--- src/rtl/gfp_pkg.sv ---
package gfp_pkg;

    localparam int PAYLOAD_MAX_DEF = 28;

    // payload bytes that feed the controller state
    localparam int UNPACK_BYTES = 28;
    localparam int PAYLOAD_BITS = UNPACK_BYTES * 8;
    localparam int SIDX_W       = $clog2(UNPACK_BYTES);

    localparam int QUEUE_DEPTH  = 2;

    localparam int CFG_INDEX_W  = 8;

    localparam logic [CFG_INDEX_W-1:0] REG_HEADER_FIRST  = 8'd0;
    localparam logic [CFG_INDEX_W-1:0] REG_HEADER_SECOND = 8'd1;
    localparam logic [CFG_INDEX_W-1:0] REG_TAIL_FIRST    = 8'd2;
    localparam logic [CFG_INDEX_W-1:0] REG_TAIL_SECOND   = 8'd3;

    localparam logic [7:0] HEADER_FIRST_RST  = 8'd170;
    localparam logic [7:0] HEADER_SECOND_RST = 8'd85;
    localparam logic [7:0] TAIL_FIRST_RST    = 8'd85;
    localparam logic [7:0] TAIL_SECOND_RST   = 8'd170;

    typedef enum logic [3:0] {
        PH_HEAD0,
        PH_HEAD1,
        PH_ID,
        PH_LEN,
        PH_DATA,
        PH_CHK0,
        PH_CHK1,
        PH_TAIL0,
        PH_TAIL1
    } phase_t;

    typedef struct packed {
        logic [7:0] header_first;
        logic [7:0] header_second;
        logic [7:0] tail_first;
        logic [7:0] tail_second;
    } cfg_t;

    // one completed frame on its way to the back end
    typedef struct packed {
        logic [7:0]              id;
        logic [15:0]             check;
        logic                    dec;
        logic [PAYLOAD_BITS-1:0] payload;
    } rec_t;

endpackage

--- src/rtl/gfp_front.sv ---
module gfp_front #(
    parameter int PAYLOAD_MAX = gfp_pkg::PAYLOAD_MAX_DEF
) (
    input  logic          clk,
    input  logic          rst_n,
    input  gfp_pkg::cfg_t cfg,
    input  logic          in_valid,
    output logic          in_ready,
    input  logic [7:0]    in_byte,
    input  logic          q_full,
    output logic          push,
    output gfp_pkg::rec_t push_rec
);

    localparam int IDX_W = $clog2(PAYLOAD_MAX + 1);

    gfp_pkg::phase_t phase_reg, phase_next;
    logic [IDX_W-1:0] idx_reg, idx_next;
    logic [IDX_W-1:0] idx_inc;
    logic [IDX_W-1:0] len_reg, len_next;
    logic [7:0]       id_reg, id_next;
    logic [15:0]      check_reg, check_next;
    logic [7:0]       stage_reg [gfp_pkg::UNPACK_BYTES];
    logic             in_fire;
    logic             stage_we;

    assign in_ready = !q_full;
    assign in_fire  = in_valid && in_ready;
    assign idx_inc  = idx_reg + 1'b1;
    assign stage_we = in_fire && (phase_reg == gfp_pkg::PH_DATA)
                      && (idx_reg < IDX_W'(gfp_pkg::UNPACK_BYTES));

    always_comb
    begin
        phase_next = phase_reg;
        idx_next   = idx_reg;
        len_next   = len_reg;
        id_next    = id_reg;
        check_next = check_reg;
        push       = 1'b0;
        if (in_fire)
        begin
            unique case (phase_reg)
                gfp_pkg::PH_HEAD0:
                begin
                    if (in_byte == cfg.header_first)
                        phase_next = gfp_pkg::PH_HEAD1;
                end
                gfp_pkg::PH_HEAD1:
                begin
                    phase_next = (in_byte == cfg.header_second) ? gfp_pkg::PH_ID
                                                               : gfp_pkg::PH_HEAD0;
                end
                gfp_pkg::PH_ID:
                begin
                    id_next    = in_byte;
                    phase_next = gfp_pkg::PH_LEN;
                end
                gfp_pkg::PH_LEN:
                begin
                    // oversize length drops the frame
                    if (in_byte > 8'(PAYLOAD_MAX))
                    begin
                        phase_next = gfp_pkg::PH_HEAD0;
                    end
                    else
                    begin
                        len_next   = in_byte[IDX_W-1:0];
                        idx_next   = '0;
                        phase_next = gfp_pkg::PH_DATA;
                    end
                end
                gfp_pkg::PH_DATA:
                begin
                    // zero length still eats one byte
                    idx_next = idx_inc;
                    if (idx_inc >= len_reg)
                        phase_next = gfp_pkg::PH_CHK0;
                end
                gfp_pkg::PH_CHK0:
                begin
                    check_next = {in_byte, check_reg[7:0]};
                    phase_next = gfp_pkg::PH_CHK1;
                end
                gfp_pkg::PH_CHK1:
                begin
                    check_next = {check_reg[15:8], in_byte};
                    phase_next = gfp_pkg::PH_TAIL0;
                end
                gfp_pkg::PH_TAIL0:
                begin
                    phase_next = (in_byte == cfg.tail_first) ? gfp_pkg::PH_TAIL1
                                                            : gfp_pkg::PH_HEAD0;
                end
                gfp_pkg::PH_TAIL1:
                begin
                    push       = (in_byte == cfg.tail_second);
                    phase_next = gfp_pkg::PH_HEAD0;
                end
                default:
                begin
                    phase_next = gfp_pkg::PH_HEAD0;
                end
            endcase
        end
    end

    always_comb
    begin
        push_rec.id    = id_reg;
        push_rec.check = check_reg;
        push_rec.dec   = (len_reg == IDX_W'(PAYLOAD_MAX));
        for (int i = 0; i < gfp_pkg::UNPACK_BYTES; i++)
            push_rec.payload[(gfp_pkg::UNPACK_BYTES-1-i)*8 +: 8] = stage_reg[i];
    end

    always_ff @(posedge clk or negedge rst_n)
    begin
        if (!rst_n)
        begin
            phase_reg <= gfp_pkg::PH_HEAD0;
            idx_reg   <= '0;
            len_reg   <= '0;
            id_reg    <= '0;
            check_reg <= '0;
        end
        else
        begin
            phase_reg <= phase_next;
            idx_reg   <= idx_next;
            len_reg   <= len_next;
            id_reg    <= id_next;
            check_reg <= check_next;
        end
    end

    always_ff @(posedge clk)
    begin
        if (stage_we)
            stage_reg[idx_reg[gfp_pkg::SIDX_W-1:0]] <= in_byte;
    end

endmodule

--- src/rtl/gfp_queue.sv ---
module gfp_queue (
    input  logic          clk,
    input  logic          rst_n,
    input  logic          push,
    input  gfp_pkg::rec_t push_rec,
    output logic          full,
    input  logic          pop,
    output logic          q_valid,
    output gfp_pkg::rec_t pop_rec
);

    localparam int QPTR_W = $clog2(gfp_pkg::QUEUE_DEPTH);
    localparam int CNT_W  = $clog2(gfp_pkg::QUEUE_DEPTH + 1);

    gfp_pkg::rec_t     entry_reg [gfp_pkg::QUEUE_DEPTH];
    logic [QPTR_W-1:0] wr_ptr_reg, wr_ptr_next;
    logic [QPTR_W-1:0] rd_ptr_reg, rd_ptr_next;
    logic [CNT_W-1:0]  count_reg, count_next;
    logic              do_push, do_pop;

    assign full    = (count_reg == CNT_W'(gfp_pkg::QUEUE_DEPTH));
    assign q_valid = (count_reg != '0);
    assign pop_rec = entry_reg[rd_ptr_reg];
    assign do_push = push && !full;
    assign do_pop  = pop && q_valid;

    // depth is a power of two, pointers wrap on their own
    always_comb
    begin
        wr_ptr_next = do_push ? wr_ptr_reg + 1'b1 : wr_ptr_reg;
        rd_ptr_next = do_pop ? rd_ptr_reg + 1'b1 : rd_ptr_reg;
        count_next  = count_reg;
        if (do_push && !do_pop)
            count_next = count_reg + 1'b1;
        else if (do_pop && !do_push)
            count_next = count_reg - 1'b1;
    end

    always_ff @(posedge clk or negedge rst_n)
    begin
        if (!rst_n)
        begin
            wr_ptr_reg <= '0;
            rd_ptr_reg <= '0;
            count_reg  <= '0;
        end
        else
        begin
            wr_ptr_reg <= wr_ptr_next;
            rd_ptr_reg <= rd_ptr_next;
            count_reg  <= count_next;
        end
    end

    always_ff @(posedge clk)
    begin
        if (do_push)
            entry_reg[wr_ptr_reg] <= push_rec;
    end

endmodule

--- src/rtl/gfp_back.sv ---
module gfp_back (
    input  logic          clk,
    input  logic          rst_n,
    input  logic          q_valid,
    input  gfp_pkg::rec_t pop_rec,
    output logic          pop,
    output logic          out_valid,
    input  logic          out_ready,
    output logic [7:0]    packet_id,
    output logic [15:0]   check_word,
    output logic          decoded,
    output logic [63:0]   buttons_low,
    output logic [63:0]   buttons_high,
    output logic [15:0]   left_stick_x,
    output logic [15:0]   left_stick_y,
    output logic [15:0]   right_stick_x,
    output logic [15:0]   right_stick_y,
    output logic [31:0]   trigger_pair
);

    logic        out_valid_reg;
    logic [7:0]  id_reg;
    logic [15:0] check_reg;
    logic        dec_reg;
    logic [63:0] btn_lo_reg, btn_hi_reg;
    logic [15:0] lsx_reg, lsy_reg, rsx_reg, rsy_reg;
    logic [31:0] trig_reg;

    // controller state doubles as the result register, so only pop when it is free
    assign pop = q_valid && (!out_valid_reg || out_ready);

    always_ff @(posedge clk or negedge rst_n)
    begin
        if (!rst_n)
        begin
            out_valid_reg <= 1'b0;
            btn_lo_reg    <= '0;
            btn_hi_reg    <= '0;
            lsx_reg       <= '0;
            lsy_reg       <= '0;
            rsx_reg       <= '0;
            rsy_reg       <= '0;
            trig_reg      <= '0;
        end
        else if (pop)
        begin
            out_valid_reg <= 1'b1;
            if (pop_rec.dec)
            begin
                btn_lo_reg <= pop_rec.payload[223:160];
                btn_hi_reg <= pop_rec.payload[159:96];
                lsx_reg    <= pop_rec.payload[95:80];
                lsy_reg    <= pop_rec.payload[79:64];
                rsx_reg    <= pop_rec.payload[63:48];
                rsy_reg    <= pop_rec.payload[47:32];
                trig_reg   <= pop_rec.payload[31:0];
            end
        end
        else if (out_ready)
        begin
            out_valid_reg <= 1'b0;
        end
    end

    always_ff @(posedge clk)
    begin
        if (pop)
        begin
            id_reg    <= pop_rec.id;
            check_reg <= pop_rec.check;
            dec_reg   <= pop_rec.dec;
        end
    end

    assign out_valid     = out_valid_reg;
    assign packet_id     = id_reg;
    assign check_word    = check_reg;
    assign decoded       = dec_reg;
    assign buttons_low   = btn_lo_reg;
    assign buttons_high  = btn_hi_reg;
    assign left_stick_x  = lsx_reg;
    assign left_stick_y  = lsy_reg;
    assign right_stick_x = rsx_reg;
    assign right_stick_y = rsy_reg;
    assign trigger_pair  = trig_reg;

endmodule

--- src/rtl/gamepad_frame_parser_core.sv ---
// gamepad frame parser
// input channel: in_valid/in_ready/in_byte, one stream byte per request
// frame layout: header, header, id, length, payload, check hi, check lo, tail, tail
// config channel: cfg_valid/cfg_ready/cfg_index/cfg_data, always ready, writes
//   header and tail match bytes (index 0..3), other indexes are ignored
// output channel: out_valid/out_ready and the result fields, one request per frame
//   whose two tail bytes match; decoded marks a full-length frame that refreshed
//   the stored buttons, sticks and triggers, which every result carries
// throughput: one byte per cycle while the frame queue is not full, set by the parse state machine
// result path: after the last tail byte is accepted the frame is written into the frame
//   queue, then moves into the result register once that register is free
// stall: a two-entry frame queue sits between parser and result register, so
//   bytes keep flowing while a result waits; in_ready drops only when the queue
//   is full, i.e. two more frames completed behind a held result
// reset: parser hunts for the first header, stored controller state is zero,
//   match bytes return to their defaults
module gamepad_frame_parser_core #(
    parameter int PAYLOAD_MAX = gfp_pkg::PAYLOAD_MAX_DEF
) (
    input  logic                            clk,
    input  logic                            rst_n,
    input  logic                            cfg_valid,
    output logic                            cfg_ready,
    input  logic [gfp_pkg::CFG_INDEX_W-1:0] cfg_index,
    input  logic [7:0]                      cfg_data,
    input  logic                            in_valid,
    output logic                            in_ready,
    input  logic [7:0]                      in_byte,
    output logic                            out_valid,
    input  logic                            out_ready,
    output logic [7:0]                      packet_id,
    output logic [15:0]                     check_word,
    output logic                            decoded,
    output logic [63:0]                     buttons_low,
    output logic [63:0]                     buttons_high,
    output logic [15:0]                     left_stick_x,
    output logic [15:0]                     left_stick_y,
    output logic [15:0]                     right_stick_x,
    output logic [15:0]                     right_stick_y,
    output logic [31:0]                     trigger_pair
);

    gfp_pkg::cfg_t cfg_reg, cfg_next;
    gfp_pkg::rec_t push_rec, pop_rec;
    logic          push, pop, q_full, q_valid;

    assign cfg_ready = 1'b1;

    always_comb
    begin
        cfg_next = cfg_reg;
        if (cfg_valid)
        begin
            unique case (cfg_index)
                gfp_pkg::REG_HEADER_FIRST:  cfg_next.header_first  = cfg_data;
                gfp_pkg::REG_HEADER_SECOND: cfg_next.header_second = cfg_data;
                gfp_pkg::REG_TAIL_FIRST:    cfg_next.tail_first    = cfg_data;
                gfp_pkg::REG_TAIL_SECOND:   cfg_next.tail_second   = cfg_data;
                default:                    cfg_next = cfg_reg;
            endcase
        end
    end

    always_ff @(posedge clk or negedge rst_n)
    begin
        if (!rst_n)
        begin
            cfg_reg.header_first  <= gfp_pkg::HEADER_FIRST_RST;
            cfg_reg.header_second <= gfp_pkg::HEADER_SECOND_RST;
            cfg_reg.tail_first    <= gfp_pkg::TAIL_FIRST_RST;
            cfg_reg.tail_second   <= gfp_pkg::TAIL_SECOND_RST;
        end
        else
        begin
            cfg_reg <= cfg_next;
        end
    end

    gfp_front #(
        .PAYLOAD_MAX (PAYLOAD_MAX)
    ) u_front (
        .clk      (clk),
        .rst_n    (rst_n),
        .cfg      (cfg_reg),
        .in_valid (in_valid),
        .in_ready (in_ready),
        .in_byte  (in_byte),
        .q_full   (q_full),
        .push     (push),
        .push_rec (push_rec)
    );

    gfp_queue u_queue (
        .clk      (clk),
        .rst_n    (rst_n),
        .push     (push),
        .push_rec (push_rec),
        .full     (q_full),
        .pop      (pop),
        .q_valid  (q_valid),
        .pop_rec  (pop_rec)
    );

    gfp_back u_back (
        .clk           (clk),
        .rst_n         (rst_n),
        .q_valid       (q_valid),
        .pop_rec       (pop_rec),
        .pop           (pop),
        .out_valid     (out_valid),
        .out_ready     (out_ready),
        .packet_id     (packet_id),
        .check_word    (check_word),
        .decoded       (decoded),
        .buttons_low   (buttons_low),
        .buttons_high  (buttons_high),
        .left_stick_x  (left_stick_x),
        .left_stick_y  (left_stick_y),
        .right_stick_x (right_stick_x),
        .right_stick_y (right_stick_y),
        .trigger_pair  (trigger_pair)
    );

endmodule

--- config.mk ---
export PLATFORM = sky130hd
export DESIGN_NAME = gamepad_frame_parser_core
export DESIGN_NICKNAME = d
export VERILOG_FILES = /design/src/rtl/gfp_pkg.sv /design/src/rtl/gfp_front.sv /design/src/rtl/gfp_queue.sv /design/src/rtl/gfp_back.sv /design/src/rtl/gamepad_frame_parser_core.sv
export SDC_FILE = /design/constraint.sdc
export NUM_CORES = 1
export LEC_CHECK = 0
export BUFFER_PORTS_ARGS = -buffer_cell sky130_fd_sc_hd__buf_2
export CORE_ASPECT_RATIO = 0.9
export CORE_MARGIN = 4
export CORE_UTILIZATION = 30
export CTS_CLUSTER_SIZE = 25
export DETAILED_ROUTE_END_ITERATION = 8
export PLACE_DENSITY = 0.46
export SKIP_LAST_GASP = 1
export SYNTH_ARGS = -nofsm -noshare
export SYNTH_HDL_FRONTEND = slang
export SYNTH_SLANG_ARGS = --single-unit
--- constraint.sdc ---
create_clock -name clk -period 17.55 [get_ports clk]
set_input_delay 0.8775 -clock clk [delete_from_list [all_inputs] [get_ports clk]]
set_output_delay 0.8775 -clock clk [all_outputs]
set_load 0.01 [all_outputs]
==> results of run 1 <==
-- kinds of logic (layout without fill, tap and decap cells) --
kind of cell               after synthesis  after routing  synth area share (%)
DFF                                   1046           1046                  81.6
and+or+nand+nor                        334            334                  3.85
muxes                                  313            313                  8.84
AOI/OAI and AO/OA                      241            241                  3.31
buffers and inverters                   99            525                  1.06
xor gates and xnor gates                40             40                 0.955
adders and majority gates               10             10                 0.341
other                                    1              6                0.0102
-- cell usage after synthesis --
master     number
and2_1          4
a31oi_1         1
nor3b_1         1
mux2i_1       226
o2111ai_1       1
nor4_4          1
nand4_1         4
o31ai_1         1
ha_1           10
nor3b_4         1
o21ai_0         9
conb_1          1
nand2_1        24
dfrtp_1       283
nand4b_1        1
mux2_2         87
nand2b_1        6
o22ai_1         1
or4b_1          1
nor2b_1         6
xor2_1         17
edfxtp_1      747
buf_4           1
or3_1           2
nand3_1        11
xnor2_1        23
buf_1           2
clkbuf_1       78
inv_1           7
nor2_1        253
dfstp_2        16
buf_2          11
nor3_1          8
and3_1          3
a21oi_1       228
nor4_1          5
nand3b_1        3
-- worst reg2reg max path, delay by kind of cell (launching register included) --
family / cells / cell delay [ns]
mux: 1 / 0.30
simple gates: 2 / 1.02
flops: 1 / 0.85
buf+inv: 3 / 2.12
compound gates: 1 / 0.17
-- power groups by stage --
stage	combinational [mW]	sequential, mW	clock [mW]
finish	0.0773	2.65	2.38
detailed placement	0.0810	2.70	0
floorplan	0.0310	2.70	0
global placement	0.0793	2.70	0
CTS	0.0809	2.65	2.47
global route	0.0869	2.65	2.57
-- per-layer routing --
| metal | GRT usage [%] | vias to the layer above | wire, µm |
|---|---|---|---|
| met3 | 2.95 | 145 | 3750 |
| li1 | - | 8412 | - |
| met5 | 0 | - | 0 |
| met2 | 21.6 | 378 | 40900 |
| met1 | 18.3 | 9271 | 39900 |
| met4 | 4.38 | 0 | 2490 |
-- worst paths after layout --
check	from	end	slack, ns	cells after the start
worst max-delay path	u_queue.rd_ptr_reg$_DFFE_PN0P_	u_back.buttons_high[52]$_DFFE_PN0P_	13.04	7
worst min-delay path	rst_n	u_back.buttons_low[21]$_DFFE_PN0P_	0.1	1
worst max register to register	u_queue.rd_ptr_reg$_DFFE_PN0P_	u_back.buttons_high[52]$_DFFE_PN0P_	13.04	7
worst min register to register	u_front.stage_reg[1][7]$_DFFE_PP_	u_queue.entry_reg[1][215]$_DFFE_PP_	0.44	0
max in group asynchronous	rst_n	u_back.buttons_high[15]$_DFFE_PN0P_	15.29	3
min in group clk	u_front.stage_reg[1][7]$_DFFE_PP_	u_queue.entry_reg[1][215]$_DFFE_PP_	0.44	0
-- cell type report --
cell class / instances / area, µm²
Multi-Input combinational cell: 939 / 6380
Timing Repair Buffer: 310 / 1670
Clock buffer: 146 / 3000
Fill cell: 11500 / 77300
Clock inverter: 62 / 741
Antenna cell: 5 / 12.5
Inverter: 7 / 26.3
Sequential cell: 1046 / 29900
Tap cell: 1599 / 2000
-- metrics by stage --
step / hold slack (ns) / cell area [µm²] / util, %
2_1_floorplan: 0.421 / 36700 / -
3_3_place_gp: 0.422 / 40000 / 33.0
3_5_place_dp: 0.429 / 40000 / 33.0
4_1_cts: 0.0325 / 43800 / 36.1
5_1_grt: 0.0709 / 43800 / 36.1
6_report: 0.0960 / 43800 / 36.1
==> results.md, run 1 <==
- Syn Area/Cell: roughly 18 µm²
- Post-synth cell types: 37
- 1st-iter DRT viols: about 1200
- Yosys top cell by area: edfxtp_1
- Psw: about 1.0 mW
- Die height: about 340 µm
- CP bufs+invs: 3
- Area fraction of the dominant cell type after synthesis: approximately 61%
- DIE AREA: around 130000 µm²
- Mapped Cells: 2084
- Most common cell after layout, fill and taps aside: edfxtp_1
- Critical path class: register to register
- Max Cap Viol: 0
- Inserted Clock Buffers: 109
- LEAKAGE: 16.3 nW
- DP Wirelength: 52.2 mm
- Mapped Area: 36700 µm²
- Share of cells above drive strength 1: about a quarter
- Slew margin rel.: between 10% and 20%
- CP max FO: 100
- Routed Antenna Nets: 0
- Maximum vdd drop: 0.0770 mV
- Crit path max-delay family: buffers and inverters
- Initial antenna violation count: 10
- Vias in the first global route: around 19000
- Combinational Power Share: ~1.5%
- Post-CTS sizing: 0
- Critical Path RT: roughly 18 ns
- Drt pass-1 iters: 7
- Part of the power in registers: approximately half
- Max reg flops: around 500
- Post-Syn Nets: approximately 2100
- Dpl cells: 3901
- Synth warnings: 0
- Pint: just over 4 mW
- Min Tclk post-route: approximately 4.5 ns
- Crit path DAT: approximately 5.1 ns
- Clk pwr share: between 40% and 50%
- Hold_buf cts: 0
- Clock Tree Root: clkbuf_16
- Slowest cell on crit path: dfrtp_4
- Via/cell ratio: 4.43
- Register area share after synthesis: 81.6%
- Pre-CTS setup slack: ~12 ns
- Max incr delay on CP: roughly 0.85 ns
- Worst Tran Pin Value: 1.32 ns
- Worst-skew pair later-pin latency: between 0.7 and 0.8 ns
- RSZ-0062 raised after global routing: false
- # DRC: 0
- Element type at the critical path start: register
- CTS tree: done
- Core area: about 120000 µm²
- First-pass GRT wire length: approximately 130 mm
- IO buf count: 279
- DIE WIDTH: roughly 380 µm
- CP dominant cell by count: buf_4
- Setup TNS: 0 ns
- Final Power: between 5 and 6 mW
- Via count: ~18000
- Pin count of the biggest net entering global routing: roughly 130
- Post-route setup slack: 13.04 ns
- Starting Density: between 30% and 40%
- Final hold vios: 0
- FF+latch count, synth: between 1000 and 1500
- Final period utilization: 25.7%
- I/O pins: 281
- Final std cells w/o fill: a little over 4000
- Kind of end point of the critical path: register
- Clock Sinks: 1046
- Max Freq: ~0.22 GHz
- Std-Cell Rows: between 100 and 150
- Most frequent cells in the layout: edfxtp_1, dfrtp_1, buf_2
- Wire per inst: 21.2 µm
- H-tree depth: 3
- Final WL: a little under 90 mm
- Switching portion of total power: a little over 20%
- Clk slew on worst S/H paths: 0.07 ns
- Pwr dens: between 100 and 150 nW/µm²
- Post-CTS Setup Bufs: 0
- Final setup fails: 0
- Synth top area cells: edfxtp_1, dfrtp_1, mux2i_1
- Critical path, cell by cell: mux2_2 > nor2b_4 > buf_4 > buf_4 > buf_4 > nor2_1 > a21oi_1
- All-Layer GR Usage: between 10% and 20%
- Clk buf depth: 3
- Final max-slew violation count: 0
- GR Overflow Total: 0
- Hold Path Class: primary input to asynchronous set/reset pin
- Status: finished clean
- # nets final: around 2500
- Worst Skew: roughly 0.031 ns
- GPL Wtd Cong: 0.726
- Area Growth Syn to Fin: 19.4%
(Power assumes the default switching activity.)
==> inputs of run 2 (changes only) <==
clock period = 4.2 ns   (was 17.55 ns; I/O delays follow)
==> results.md, run 2 (synthesis results as in run 1) <==
- Die height: 340 µm
- # nets final: 2481
- Met3 Track Usage GR: roughly 2.9%
- IO buf count: 279
- Initial antenna violation count: 14
- Maximum vdd drop: around 0.31 mV
- Most frequent cells in the layout: edfxtp_1, dfrtp_1, buf_2
- Std-Cell Rows: about 120
- Top Usage Layer GRT: met2
- DIE WIDTH: about 380 µm
- Worst-skew pair later-pin latency: a little under 0.7 ns
- Slew margin rel.: between 3 and 4%
- Core area: about 120000 µm²
- DIE AREA: between 100000 and 150000 µm²
- Hold Path Class: primary input to register
- All-Layer GR Usage: 13.7%
- Worst Tran Pin Value: approximately 1.5 ns
- Drt pass-1 iters: 5
- Clock Tree Root: clkbuf_16
- Global routing usage on met2: between 20 and 25%
- RSZ-0062 raised after global routing: false
- 1st-iter DRT viols: about 1400
- Via/cell ratio: roughly 4.4
- Via count: about 18000
- Post-CTS Setup Bufs: 0
- Most common cell after layout, fill and taps aside: edfxtp_1
- Cell Area, Placed: a little over 40000 µm²
- Pin count of the biggest net entering global routing: around 130
- Final period utilization: slightly above 70%
- Pwr dens: 488 nW/µm²
- H-tree depth: 3
- Pre-CTS setup slack: 1.25 ns
- Max Freq: between 0.3 and 0.4 GHz
- Worst Skew: 0.0481 ns
- Clk slew on worst S/H paths: 0.06 ns
- Wire per inst: 21.3 µm
- Max Cap Viol: 0
- Final hold vios: 0
- Post-route setup slack: around 1.2 ns
- Final WL: approximately 88 mm
- Critical path class: register to register
- LEAKAGE: between 15 and 20 nW
- Min Tclk post-route: 3.02 ns
- Post-layout instance area: ~44000 µm²
- # DRC: 0
- Clock Sinks: 1046
- Critical Path RT: approximately 4.5 ns
- Inserted Clock Buffers: 110
- Area Growth Syn to Fin: 21.0%
- Routed Antenna Nets: 0
- DP Wirelength: about 56 mm
- Element type at the critical path start: register
- Final setup fails: 0
- GR Overflow Total: 0
- Max reg flops: about 500
- Vias in the first global route: roughly 19000
- Met1 usage: a little under a fifth
- Final max-slew violation count: 0
- I/O pins: roughly 280
- Status: finished clean
- Kind of end point of the critical path: register
- First-pass GRT wire length: roughly 130 mm
- CP max FO: 8
- Share of cells above drive strength 1: about a quarter
- Starting Density: between 30% and 40%
- CTS tree: done
- GPL Wtd Cong: between 0.7 and 0.8
- Crit path DAT: 3.28 ns
- Clk buf depth: 3
==> run 2: cell types whose count changed in the layout (fill, tap and decap cells not counted), sizes merged <==
cell         delta
clkinv          +8
inv             -3
clkinvlp        +1
buf            +15
diode           -2
clkbuf         -12
bufinv          +6
dlygate4sd3    +13
==> run 2: layout make-up <==
type | instances | area (µm²)
fill | 11400 | 76700
sequential | 1046 | 29900
multi-input combinational | 939 | 6410
clock buffer | 134 | 2920
timing repair buffer | 338 | 2110
tap | 1599 | 2000
clock inverter | 74 | 958
inverter | 7 | 26.3
antenna | 3 | 7.51
==> run 2: per-stage QoR <==
stage          utilization, %  instances  power, mW  hold slack (ns)  setup TNS, ns
5_1_grt                  36.6       4139       22.5           0.0307              0
3_3_place_gp             33.3       3916       11.6            0.301              0
2_1_floorplan               -       2084       11.4          -0.0856        -424.38
4_1_cts                  36.6       4137       22.0           0.0261              0
6_report                 36.6       4140       21.7           0.0494              0
3_5_place_dp             33.3       3916       11.6            0.304              0
==> run 2: where the power goes <==
part           total, mW  internal, mW  switching [mW]
combinational      0.353         0.106           0.247
clock               10.2          6.15            4.08
sequential          11.1          11.0          0.0374
==> run 2: worst paths after layout <==
path / slack (ns) / depth (start not counted) / end / startpoint
setup / recovery: 1.18 / 4 / u_front.stage_reg[0][6]$_DFFE_PP_ / u_front.phase_reg[2]$_DFFE_PN0P_
hold / removal: 0.05 / 3 / u_front.len_reg[4]$_DFFE_PN0P_ / in_byte[4]
setup reg to reg: 1.18 / 4 / u_front.stage_reg[0][6]$_DFFE_PP_ / u_front.phase_reg[2]$_DFFE_PN0P_
hold reg to reg: 0.40 / 0 / u_queue.entry_reg[1][102]$_DFFE_PP_ / u_front.stage_reg[15][6]$_DFFE_PP_
max in group asynchronous: 2.88 / 3 / u_queue.rd_ptr_reg$_DFFE_PN0P_ / rst_n
min in group asynchronous: 0.15 / 2 / u_back.buttons_low[22]$_DFFE_PN0P_ / rst_n
==> run 2: repair_timing <==
| item | CTS | global route |
|---|---|---|
| endpoints found under the setup margin | 0 | 0 |
| hold endpoints to repair | 113 | 0 |
| hold buffers | 13 | 0 |
| resized for setup | 0 | 0 |
==> run 2: worst max-delay path, cell delays in order, from the launching register on <==
cell	delay [ns]
dfrtp_1	0.44
nor2b_1	0.36
nand4_1	0.43
or3_1	0.64
nor2_1	0.72
==> run 2: layer usage <==
| metal | wire length [µm] | share of wire (%) |
|---|---|---|
| met1 | 40100 | 45 |
| met2 | 42100 | 48 |
| met3 | 4170 | 4.7 |
| met4 | 1940 | 2.2 |
| met5 | 13 | 0.015 |
==> inputs of run 3 (changes only) <==
clock period = 2.94 ns   (was 4.2 ns; I/O delays follow)
==> results.md, run 3 (synthesis results as in run 1) <==
- Status: finished clean
- Share of cells above drive strength 1: about a quarter
- Via count: 18500
- Area Growth Syn to Fin: 21.6%
- Final setup fails: 0
- Post-layout instance area: about 45000 µm²
- Hold Path Stages: 2
- Hold_buf cts: 18
- Drt pass-1 iters: 5
- Hold Path Class: primary input to register
- Routed Antenna Nets: 0
- Most frequent cells in the layout: edfxtp_1, dfrtp_1, buf_2
- IO buf count: between 200 and 300
- LEAKAGE: roughly 17 nW
- Pre-CTS setup slack: 0.319 ns
- Critical Path RT: ~3.5 ns
- # nets final: 2520
- Worst-skew pair later-pin latency: around 0.71 ns
- Std-Cell Rows: roughly 120
- 1st-iter DRT viols: between 1000 and 1500
- GPL Wtd Cong: 0.781
- Cell Area, Placed: about 41000 µm²
- Slew margin rel.: about 37%
- Max Cap Viol: 0
- DIE AREA: around 130000 µm²
- Worst Tran Pin Value: roughly 0.94 ns
- Hold EP: u_front.stage_reg[20][2]$_DFFE_PP_
- First-pass GRT wire length: 131 mm
- Max reg flops: ~500
- CP max FO: 6
- Wire per inst: roughly 21 µm
- Post-layout util: 36.8%
- Vias in the first global route: 19200
- GR Overflow Total: 0
- Post-CTS sizing: 0
- Clock Sinks: 1046
- Fillers: around 11000
- Pin count of the biggest net entering global routing: roughly 110
- Most common cell after layout, fill and taps aside: edfxtp_1
- Reg-to-reg startpoint: u_front.idx_reg[0]$_DFFE_PN0P_
- Kind of end point of the critical path: register
- Max Freq: ~0.38 GHz
- DIE WIDTH: 377 µm
- Die height: 340 µm
- Clock Tree Root: clkbuf_16
- Crit path DAT: 3.21 ns
- RSZ-0062 raised after global routing: false
- HP Start: in_byte[2]
- Multi-input logic area: about 6400 µm²
- Element type at the critical path start: register
- H-tree depth: 3
- Reg2reg end: u_front.phase_reg[1]$_DFFE_PN0P_
- Final period utilization: around 90%
- Via/cell ratio: 4.43
- Starting Density: 30.3%
- DP Wirelength: around 58 mm
- Final max-slew violation count: 0
- Critical path class: register to register
- Sequential Area: about 30000 µm²
- Clk slew on worst S/H paths: around 0.06 ns
- Post-CTS Setup Bufs: 0
- Min Tclk post-route: roughly 2.7 ns
- CTS tree: done
- Final hold vios: 0
- Worst Skew: around 0.056 ns
- Maximum vdd drop: roughly 0.46 mV
- Clk buf depth: 3
- I/O pins: 281
- All-Layer GR Usage: 13.8%
- # DRC: 0
- Final WL: roughly 90 mm
- Pwr dens: between 600 and 700 nW/µm²
- Worst reg-to-reg setup slack: roughly 0.29 ns
- Core area: 121000 µm²
- Post-route setup slack: 0.290 ns
- Initial antenna violation count: 9
- Reg2Reg Depth: 8
- Inserted Clock Buffers: 110
-- run 3: power breakdown --
part	internal, mW	switching, mW	leakage (nW)
clock network	8.09	5.75	1.78
logic	0.164	0.355	4.14
registers	15.8	0.0522	10.8
total	24.0	6.16	16.8
-- run 3: worst max path at each step --
stage / start / to / cells after the start
after floorplan: cfg_reg[3]$_DFFE_PN1P_ / u_queue.entry_reg[0][0]$_DFFE_PP_ / 4
after global placement: u_front.idx_reg[0]$_DFFE_PN0P_ / u_front.phase_reg[2]$_DFFE_PN0P_ / 8
after detailed placement: u_front.idx_reg[0]$_DFFE_PN0P_ / u_front.phase_reg[2]$_DFFE_PN0P_ / 9
after CTS: u_front.idx_reg[0]$_DFFE_PN0P_ / u_front.phase_reg[2]$_DFFE_PN0P_ / 9
after global routing: u_front.idx_reg[0]$_DFFE_PN0P_ / u_front.phase_reg[1]$_DFFE_PN0P_ / 9
final: u_front.idx_reg[0]$_DFFE_PN0P_ / u_front.phase_reg[1]$_DFFE_PN0P_ / 8
-- run 3: metrics by stage --
step / power [mW] / TNS [ns] / cells / hold WS (ns)
after CTS: 30.6 / 0 / 4176 / 0.00552
after detailed placement: 16.6 / 0 / 3950 / 0.232
after global placement: 16.6 / 0 / 3950 / 0.223
final: 30.2 / 0 / 4180 / 0.0638
after floorplan: 16.3 / -1052.15 / 2084 / -0.149
after global routing: 31.3 / 0 / 4178 / 0.0292
-- run 3: worst max-delay path: stages (launching register included) --
cell and delay [ns]:
dfrtp_1 0.45, ha_1 0.31, xor2_1 0.17, ha_1 0.31
nand2_1 0.06, o21ai_0 0.14, a31oi_1 0.14, nor3b_1 0.52
mux2_2 0.40
-- run 3: cell type report --
| class | instances | share of cell area (%) |
|---|---|---|
| clock buffer | 153 | 6.94 |
| inverter | 7 | 0.0589 |
| tap | 1599 | 4.49 |
| antenna | 4 | 0.0224 |
| timing repair buffer | 377 | 5.69 |
| multi-input combinational | 939 | 14.4 |
| sequential | 1046 | 67.1 |
| clock inverter | 55 | 1.29 |
-- run 3: metal layers --
| layer | up-vias | GRT usage, % | routed length, µm |
|---|---|---|---|
| met5 | - | 0 | 27 |
| met4 | 4 | 3.84 | 2110 |
| met3 | 124 | 3.10 | 4720 |
| met2 | 416 | 22.3 | 42800 |
| met1 | 9452 | 18.9 | 40000 |
| li1 | 8541 | - | - |
